===== src/ssle_pkg.sv =====
`default_nettype none

package ssle_pkg;

  // Pool geometry and field widths.
  localparam int CAPACITY    = 64;
  localparam int VALUE_WIDTH = 32;
  localparam int IDX_W       = $clog2(CAPACITY);
  localparam int LINK_W      = $clog2(CAPACITY + 1);
  localparam int COUNT_W     = 7;
  localparam int STATUS_W    = 3;
  localparam int STEP_W      = 4;

  // A link equal to the pool size marks the end of the list.
  localparam logic [LINK_W-1:0] NIL_LINK = LINK_W'(CAPACITY);

  typedef logic [STEP_W-1:0] step_t;

  typedef enum logic [STATUS_W-1:0] {
    ST_ADDED   = 3'd0,
    ST_DUP     = 3'd1,
    ST_DELETED = 3'd2,
    ST_MISSING = 3'd3,
    ST_FULL    = 3'd4
  } status_t;

  // Jump conditions of the sequencer.
  typedef enum logic [2:0] {
    C_ALWAYS,
    C_NOSTART,
    C_PNIL,
    C_MORE,
    C_DUP,
    C_FULL,
    C_MISS,
    C_DEL
  } cond_t;

  // Datapath operations selected by a control word.
  typedef enum logic [3:0] {
    A_NONE,
    A_LOAD,
    A_ISSUE,
    A_WALK,
    A_POP,
    A_NODE,
    A_LINK,
    A_UNLINK,
    A_DUP,
    A_FULL,
    A_MISS
  } act_t;

  typedef struct packed {
    cond_t cond;
    step_t target;
    act_t  act;
  } ctrl_t;

  // Datapath flags tested by the jump conditions.
  typedef struct packed {
    logic start;
    logic p_nil;
    logic more;
    logic dup;
    logic full;
    logic miss;
    logic del;
  } flags_t;

  // Program step addresses.
  localparam step_t S_IDLE     = 4'd0;
  localparam step_t S_HEAD     = 4'd1;
  localparam step_t S_WALK     = 4'd2;
  localparam step_t S_DEC_DUP  = 4'd3;
  localparam step_t S_DEC_FULL = 4'd4;
  localparam step_t S_DEC_MISS = 4'd5;
  localparam step_t S_DEC_DEL  = 4'd6;
  localparam step_t S_POP      = 4'd7;
  localparam step_t S_NODE     = 4'd8;
  localparam step_t S_LINK     = 4'd9;
  localparam step_t S_REP_DUP  = 4'd10;
  localparam step_t S_REP_FULL = 4'd11;
  localparam step_t S_REP_MISS = 4'd12;
  localparam step_t S_UNLINK   = 4'd13;

  // Control store: when the condition holds the step jumps to target,
  // otherwise it falls through to the next step.
  function automatic ctrl_t ucode(step_t s);
    ctrl_t w;
    case (s)
      S_IDLE:     w = '{C_NOSTART, S_IDLE,     A_LOAD};
      S_HEAD:     w = '{C_PNIL,    S_DEC_DUP,  A_ISSUE};
      S_WALK:     w = '{C_MORE,    S_WALK,     A_WALK};
      S_DEC_DUP:  w = '{C_DUP,     S_REP_DUP,  A_NONE};
      S_DEC_FULL: w = '{C_FULL,    S_REP_FULL, A_NONE};
      S_DEC_MISS: w = '{C_MISS,    S_REP_MISS, A_NONE};
      S_DEC_DEL:  w = '{C_DEL,     S_UNLINK,   A_NONE};
      S_POP:      w = '{C_ALWAYS,  S_NODE,     A_POP};
      S_NODE:     w = '{C_ALWAYS,  S_LINK,     A_NODE};
      S_LINK:     w = '{C_ALWAYS,  S_IDLE,     A_LINK};
      S_REP_DUP:  w = '{C_ALWAYS,  S_IDLE,     A_DUP};
      S_REP_FULL: w = '{C_ALWAYS,  S_IDLE,     A_FULL};
      S_REP_MISS: w = '{C_ALWAYS,  S_IDLE,     A_MISS};
      S_UNLINK:   w = '{C_ALWAYS,  S_IDLE,     A_UNLINK};
      default:    w = '{C_ALWAYS,  S_IDLE,     A_NONE};
    endcase
    return w;
  endfunction

endpackage

`default_nettype wire


===== src/ssle_ram.sv =====
`default_nettype none

module ssle_ram #(
  parameter int WIDTH = 8,
  parameter int DEPTH = 64,
  parameter int AW    = $clog2(DEPTH)
) (
  input  wire logic             clk,
  input  wire logic             we,
  input  wire logic [AW-1:0]    waddr,
  input  wire logic [WIDTH-1:0] wdata,
  input  wire logic [AW-1:0]    raddr,
  output logic      [WIDTH-1:0] rdata
);

  logic [WIDTH-1:0] mem [DEPTH];
  logic [WIDTH-1:0] rdata_r;

  // One write port and one registered read port.
  always_ff @(posedge clk) begin
    if (we) begin
      mem[waddr] <= wdata;
    end
    rdata_r <= mem[raddr];
  end

  assign rdata = rdata_r;

endmodule

`default_nettype wire


===== src/ssle_seq.sv =====
`default_nettype none

module ssle_seq import ssle_pkg::*; (
  input  wire logic   clk,
  input  wire logic   rst_n,
  input  wire flags_t flags,
  output ctrl_t       ctrl,
  output logic        busy
);

  step_t step_r;
  step_t step_nxt;
  logic  take;

  // Current control word comes straight from the control store.
  assign ctrl = ucode(step_r);
  assign busy = (step_r != S_IDLE);

  // Evaluate the jump condition of the current word.
  always_comb begin
    case (ctrl.cond)
      C_ALWAYS:  take = 1'b1;
      C_NOSTART: take = !flags.start;
      C_PNIL:    take = flags.p_nil;
      C_MORE:    take = flags.more;
      C_DUP:     take = flags.dup;
      C_FULL:    take = flags.full;
      C_MISS:    take = flags.miss;
      C_DEL:     take = flags.del;
      default:   take = 1'b0;
    endcase
    step_nxt = take ? ctrl.target : step_r + step_t'(1);
  end

  // Step counter.
  always_ff @(posedge clk) begin
    if (!rst_n) begin
      step_r <= S_IDLE;
    end else begin
      step_r <= step_nxt;
    end
  end

endmodule

`default_nettype wire


===== src/sorted_set_list_engine_core.sv =====
`default_nettype none

// A transaction walks the list from the head and visits up to 64 nodes, one node per cycle,
// then ends in a duplicate, a full pool, a miss or a delete, tested in that order, or else
// in an insert. busy falls in the cycle the result is shown, so the next transaction can
// start at once. Reset (synchronous, active low) empties the list and frees every node.
// The result strobe cannot be held off by the receiver.
module sorted_set_list_engine_core import ssle_pkg::*; (
  input  wire logic                          clk,
  input  wire logic                          rst_n,
  input  wire logic                          start,
  output logic                               busy,
  input  wire logic                          in_op,
  input  wire logic signed [VALUE_WIDTH-1:0] in_value,
  output logic                               out_valid,
  output logic             [STATUS_W-1:0]    out_status,
  output logic             [COUNT_W-1:0]     out_entry_count
);

  ctrl_t  ctrl;
  flags_t flags;

  // Transaction registers.
  logic signed [VALUE_WIDTH-1:0] key_r, key_nxt;
  logic                          op_r, op_nxt;
  logic                          found_r, found_nxt;
  logic [LINK_W-1:0]             p_r, p_nxt;
  logic [LINK_W-1:0]             before_r, before_nxt;
  logic [IDX_W-1:0]              hit_r, hit_nxt;
  logic [IDX_W-1:0]              new_r, new_nxt;

  // List and pool state.
  logic [LINK_W-1:0]   head_r, head_nxt;
  logic [LINK_W-1:0]   free_top_r, free_top_nxt;
  logic [CAPACITY-1:0] fs_vld_r, fs_vld_nxt;
  logic                fs_hit_vld_r;
  logic [IDX_W-1:0]    fs_raddr_r;

  // Result registers.
  logic                out_valid_r, out_valid_nxt;
  status_t             out_status_r, out_status_nxt;
  logic [COUNT_W-1:0]  out_count_r, out_count_nxt;

  // Memory ports.
  logic [IDX_W-1:0]       node_raddr;
  logic                   val_we, next_we, prev_we, fs_we;
  logic [IDX_W-1:0]       val_waddr, next_waddr, prev_waddr, fs_waddr;
  logic [VALUE_WIDTH-1:0] val_wdata, val_rdata;
  logic [LINK_W-1:0]      next_wdata, next_rdata, prev_wdata, prev_rdata;
  logic [IDX_W-1:0]       fs_wdata, fs_rdata, fs_pop_addr, pop_idx;

  logic val_lt, val_eq;

  ssle_seq u_seq (
    .clk   (clk),
    .rst_n (rst_n),
    .flags (flags),
    .ctrl  (ctrl),
    .busy  (busy)
  );

  ssle_ram #(.WIDTH(VALUE_WIDTH), .DEPTH(CAPACITY)) u_val_ram (
    .clk(clk), .we(val_we), .waddr(val_waddr), .wdata(val_wdata),
    .raddr(node_raddr), .rdata(val_rdata)
  );

  ssle_ram #(.WIDTH(LINK_W), .DEPTH(CAPACITY)) u_next_ram (
    .clk(clk), .we(next_we), .waddr(next_waddr), .wdata(next_wdata),
    .raddr(node_raddr), .rdata(next_rdata)
  );

  ssle_ram #(.WIDTH(LINK_W), .DEPTH(CAPACITY)) u_prev_ram (
    .clk(clk), .we(prev_we), .waddr(prev_waddr), .wdata(prev_wdata),
    .raddr(node_raddr), .rdata(prev_rdata)
  );

  ssle_ram #(.WIDTH(IDX_W), .DEPTH(CAPACITY)) u_free_ram (
    .clk(clk), .we(fs_we), .waddr(fs_waddr), .wdata(fs_wdata),
    .raddr(fs_pop_addr), .rdata(fs_rdata)
  );

  // Compare the node just read against the key.
  assign val_lt = ($signed(val_rdata) < key_r);
  assign val_eq = ($signed(val_rdata) == key_r);

  // The walk chains reads: the next link read out addresses the following node.
  assign node_raddr = (ctrl.act == A_WALK) ? next_rdata[IDX_W-1:0] : p_r[IDX_W-1:0];

  // The free stack is read at its top all the time; a slot never written holds its index.
  assign fs_pop_addr = IDX_W'(free_top_r - LINK_W'(1));
  assign pop_idx     = fs_hit_vld_r ? fs_rdata : fs_raddr_r;

  // Flags for the sequencer. Only an insert can be refused for an exhausted pool.
  always_comb begin
    flags.start = start;
    flags.p_nil = (p_r == NIL_LINK);
    flags.more  = val_lt && (next_rdata != NIL_LINK);
    flags.dup   = !op_r && found_r;
    flags.full  = !op_r && (free_top_r == '0);
    flags.miss  = op_r && !found_r;
    flags.del   = op_r;
  end

  // Datapath driven by the current control word.
  always_comb begin
    key_nxt        = key_r;
    op_nxt         = op_r;
    found_nxt      = found_r;
    p_nxt          = p_r;
    before_nxt     = before_r;
    hit_nxt        = hit_r;
    new_nxt        = new_r;
    head_nxt       = head_r;
    free_top_nxt   = free_top_r;
    fs_vld_nxt     = fs_vld_r;
    out_valid_nxt  = 1'b0;
    out_status_nxt = out_status_r;
    val_we         = 1'b0;
    val_waddr      = pop_idx;
    val_wdata      = key_r;
    next_we        = 1'b0;
    next_waddr     = pop_idx;
    next_wdata     = p_r;
    prev_we        = 1'b0;
    prev_waddr     = pop_idx;
    prev_wdata     = before_r;
    fs_we          = 1'b0;
    fs_waddr       = free_top_r[IDX_W-1:0];
    fs_wdata       = hit_r;

    case (ctrl.act)
      A_LOAD: begin
        if (start) begin
          key_nxt    = in_value;
          op_nxt     = in_op;
          found_nxt  = 1'b0;
          p_nxt      = head_r;
          before_nxt = NIL_LINK;
        end
      end
      A_WALK: begin
        // On a match, p takes the successor and before the predecessor.
        if (val_eq) begin
          found_nxt  = 1'b1;
          hit_nxt    = p_r[IDX_W-1:0];
          p_nxt      = next_rdata;
          before_nxt = prev_rdata;
        end else if (val_lt) begin
          before_nxt = p_r;
          p_nxt      = next_rdata;
        end
      end
      A_POP: begin
        free_top_nxt = free_top_r - LINK_W'(1);
      end
      A_NODE: begin
        // Fill the new node between before and its successor.
        new_nxt = pop_idx;
        val_we  = 1'b1;
        next_we = 1'b1;
        prev_we = 1'b1;
      end
      A_LINK: begin
        if (before_r != NIL_LINK) begin
          next_we    = 1'b1;
          next_waddr = before_r[IDX_W-1:0];
          next_wdata = LINK_W'(new_r);
        end else begin
          head_nxt = LINK_W'(new_r);
        end
        if (p_r != NIL_LINK) begin
          prev_we    = 1'b1;
          prev_waddr = p_r[IDX_W-1:0];
          prev_wdata = LINK_W'(new_r);
        end
        out_valid_nxt  = 1'b1;
        out_status_nxt = ST_ADDED;
      end
      A_UNLINK: begin
        // Bridge the neighbors of the hit node and return it to the pool.
        if (before_r != NIL_LINK) begin
          next_we    = 1'b1;
          next_waddr = before_r[IDX_W-1:0];
          next_wdata = p_r;
        end else begin
          head_nxt = p_r;
        end
        if (p_r != NIL_LINK) begin
          prev_we    = 1'b1;
          prev_waddr = p_r[IDX_W-1:0];
          prev_wdata = before_r;
        end
        fs_we                                 = 1'b1;
        fs_vld_nxt[free_top_r[IDX_W-1:0]]     = 1'b1;
        free_top_nxt                          = free_top_r + LINK_W'(1);
        out_valid_nxt                         = 1'b1;
        out_status_nxt                        = ST_DELETED;
      end
      A_DUP: begin
        out_valid_nxt  = 1'b1;
        out_status_nxt = ST_DUP;
      end
      A_FULL: begin
        out_valid_nxt  = 1'b1;
        out_status_nxt = ST_FULL;
      end
      A_MISS: begin
        out_valid_nxt  = 1'b1;
        out_status_nxt = ST_MISSING;
      end
      default: begin
      end
    endcase

    // Entries held equal nodes not on the free stack.
    out_count_nxt = COUNT_W'(NIL_LINK - free_top_nxt);
  end

  // Control state.
  always_ff @(posedge clk) begin
    if (!rst_n) begin
      head_r      <= NIL_LINK;
      free_top_r  <= LINK_W'(CAPACITY);
      fs_vld_r    <= '0;
      out_valid_r <= 1'b0;
    end else begin
      head_r      <= head_nxt;
      free_top_r  <= free_top_nxt;
      fs_vld_r    <= fs_vld_nxt;
      out_valid_r <= out_valid_nxt;
    end
  end

  // Payload registers.
  always_ff @(posedge clk) begin
    key_r        <= key_nxt;
    op_r         <= op_nxt;
    found_r      <= found_nxt;
    p_r          <= p_nxt;
    before_r     <= before_nxt;
    hit_r        <= hit_nxt;
    new_r        <= new_nxt;
    out_status_r <= out_status_nxt;
    out_count_r  <= out_count_nxt;
    fs_raddr_r   <= fs_pop_addr;
    fs_hit_vld_r <= fs_vld_r[fs_pop_addr];
  end

  assign out_valid       = out_valid_r;
  assign out_status      = out_status_r;
  assign out_entry_count = out_count_r;

endmodule

`default_nettype wire


===== config.mk =====
export PLATFORM = sky130hd
export DESIGN_NAME = sorted_set_list_engine_core
export DESIGN_NICKNAME = d
export VERILOG_FILES = /design/src/ssle_pkg.sv /design/src/ssle_ram.sv /design/src/ssle_seq.sv /design/src/sorted_set_list_engine_core.sv
export SDC_FILE = /design/constraint.sdc
export NUM_CORES = 2
export LEC_CHECK = 0
export CORE_ASPECT_RATIO = 0.8
export CORE_MARGIN = 1
export CORE_UTILIZATION = 35
export CTS_CLUSTER_SIZE = 28
export DETAILED_ROUTE_END_ITERATION = 16
export DONT_BUFFER_PORTS = 1
export SETUP_SLACK_MARGIN = 0.1
export SLEW_MARGIN = 20
export SYNTH_ARGS = -nofsm -noshare
export SYNTH_HDL_FRONTEND = slang
export SYNTH_SLANG_ARGS = --single-unit

===== constraint.sdc =====
create_clock -name clk -period 4.1 [get_ports clk]
set_clock_uncertainty 0.1 [all_clocks]
set_input_delay 0.41 -clock clk [delete_from_list [all_inputs] [get_ports clk]]
set_output_delay 0.41 -clock clk [all_outputs]
set_load 0.005 [all_outputs]

==> impl_metrics.ini <==
[clock_tree]
cts_tree = built
clk_pin_slew_ps = 70
clock_latency_ps = 960
cts_buffers = 352
clkSinkCount = 3551
cts-root-buf = clkbuf_16
cts_buffer_depth = 4
cts_setup_buffers = 0
cts_htree_levels = 5

[critical_path]
start_kind = flip-flop
crit_family = simple AND/OR/NAND/NOR gates
slowest_stage = nand3_1
worst_ep_arrival_time_ps = 4260
cp.buffers_inverters = 3
cp-end-kind = flip-flop
path_class = flip-flop to flip-flop
critPathMostFrequentCell = buf_4
crit_fanout = 10
path_cells = buf_4 -> nand2b_1 -> nor2_2 -> and2_1 -> nand3_1 -> buf_4 -> nor2_4 -> buf_4
critPathRequiredTime_ps = 4560
cpPeakStageDelay_ps = 790

[timing]
rsz0062_at_grt = no
period_share_pct = 92.6
worst_slack_ps = 302
final_hold_viol_count = 0
finalSetupViolations = 0
drv_slew = 0
slew_headroom_pct = 26.9
tightestPinTransition_ps = 1090
period_needed_ps = 3800
hold_slack_ps = 75.2
fmax_mhz = 263

[place]
gp_congestion = 0.840
pre_cts_ws_ps = 110
portBuffers = 0
place_inst = 11700
dp_hpwl_mm = 203

[floorplanning]
start_util_pct = 35.3
io_pins = 48
die_h_um = 564
fp.coreArea_mm2 = 0.391
fp.dieW_um = 705
fp-row-count = 205
die_area_mm2 = 0.397

[synthesis]
synth_fp_nets = 6479
async_reset_ff_share_pct = 0
ys.flop_type = edfxtp_1
synth_commonest_cells = edfxtp_1 (3391), mux4_2 (876), mux2i_1 (715)
synth.area.top_cells = edfxtp_1 (74%), mux4_2 (14%), mux2i_1 (5.2%)
ys_types = 75
yosys.area.top_type = edfxtp_1
seq_area_frac_synth_pct = 76.0
synth-seq-cells = 3551
synth_top_area_share_pct = 73.7
synthCells = 6404
yosysMostFrequentCell = edfxtp_1
synth-edff-count = 3391
syn_area_mm2 = 0.138
syn_avg_cell_area_um2 = 21.6
yosysWarnings = 0

[power_and_ir_drop]
vdd_drop_max_mv = 0.963
p_leak_nw = 52.5
p_per_area_mw_per_mm2 = 743

[finish]
multi_input_area_mm2 = 0.0321
final_cells = 12400
seqCellArea_mm2 = 0.105
nets = 7018
drive_gt1_share_pct = 27.6
area_growth_pct = 16.2
n_fill_cell = 33900

[global_route]
antenna_found_initial = 45
gr-usage-all-layers_pct = 16.9
grt_overflow = 0
grt_pass1_wl_mm = 492
grt_pass1_vias = 67400
grt_max_degree = 121

[status]
status = completed

[drt]
firstDrtPassIters = 6
wl_per_cell_um = 27.6
detail-route-antenna-nets = 0
vias_per_cell = 5.35
route.vias.total = 66500
drc = 0
routed_wl_mm = 343
drt_iter0_markers = 7308

[min_path]
hold_path.class = input port to flip-flop

[job]
cap_violations = 0
layer usage:
layer,up-vias,wire (µm),global-route usage (%)
li1,27600,-,-
met1,35700,151000,24.8
met2,2651,156000,26.0
met3,499,27900,3.29
met4,16,7550,3.94
met5,-,89,0
layout by cell type, fill, tap and decap left out, types with 39 or more instances in the layout:
| master | instances |
|---|---|
| buf_12 | 93 |
| buf_4 | 376 |
| bufinv_16 | 39 |
| clkbuf_1 | 64 |
| clkbuf_16 | 358 |
| clkinv_1 | 68 |
| clkinv_2 | 61 |
| dfxtp_1 | 159 |
| edfxtp_1 | 3391 |
| inv_1 | 58 |
| mux2i_1 | 712 |
| mux4_2 | 876 |
| nand2_1 | 124 |
| nor2_1 | 367 |
| nor2_4 | 60 |
kinds of logic (layout without fill, tap and decap cells):
kind of cell | Yosys count | in the layout | synth area share [%]
AOI/OAI and AO/OA | 109 | 109 | 0.574
xor gates and xnor gates | 16 | 16 | 0.101
adders and majority gates | 39 | 39 | 0.353
buffers and inverters | 385 | 1216 | 1.22
DFF | 3551 | 3551 | 76.0
muxes | 1619 | 1619 | 19.7
other | 0 | 16 | 0
and+or+nand+nor | 685 | 685 | 2.07
timing repair:
action                                 CTS  global route
setup endpoints to repair                1             3
resized for setup                        1             3
hold buffers                            35             0
endpoints found under the hold margin   53             0
gates cloned                             0             0
path summary, 6_finish.rpt:
kind,startpoint,end,slack (ps),cells past startpoint
max,u_seq.ctrl[0]$_DFF_P_,u_val_ram.mem[37][18]$_DFFE_PP_,300,8
min,in_value[13],key_r[13]$_DFFE_PP_,80,1
max reg2reg,u_seq.ctrl[0]$_DFF_P_,u_val_ram.mem[37][18]$_DFFE_PP_,300,8
min reg2reg,fs_vld_r[5]$_SDFFE_PN0P_,fs_vld_r[5]$_SDFFE_PN0P_,370,2
per-stage QoR:
stage	area [µm²]	power, mW	utilization (%)	setup TNS (ps)
2_1_floorplan	138000	71.1	-	-32010
3_3_place_gp	149000	87.3	38.0	0
3_5_place_dp	149000	87.7	38.0	0
4_1_cts	161000	120	41.0	0
5_1_grt	161000	124	41.0	0
6_report	161000	119	41.0	0
sequential cells by signal, indices dropped and copies added (netlist names), 11 cells and up:
name	count
u_next_ram.mem	448
fs_vld_r	64
u_val_ram.rdata	32
u_free_ram.mem	384
key_r	32
u_prev_ram.mem	448
u_seq.ctrl	11
u_val_ram.mem	2048
power breakdown:
| part | leakage, nW | internal [mW] | switching (mW) |
|---|---|---|---|
| Sequential | 31.8 | 42.8 | 0.504 |
| Combinational | 15.0 | 18.5 | 25.0 |
| Clock | 5.66 | 18.8 | 13.8 |
| Total | 52.5 | 80.1 | 39.3 |
cell type report:
cell class	count	area share, %
clock inverters	212	1.43
well taps	5175	4.03
multi-input cells	2468	20.0
repair buffers	505	3.14
diodes	16	0.0249
inverters	65	0.155
flip-flops and latches	3551	65.4
clock buffers	434	5.83
No activity file was read; power rests on OpenSTA's default activity.
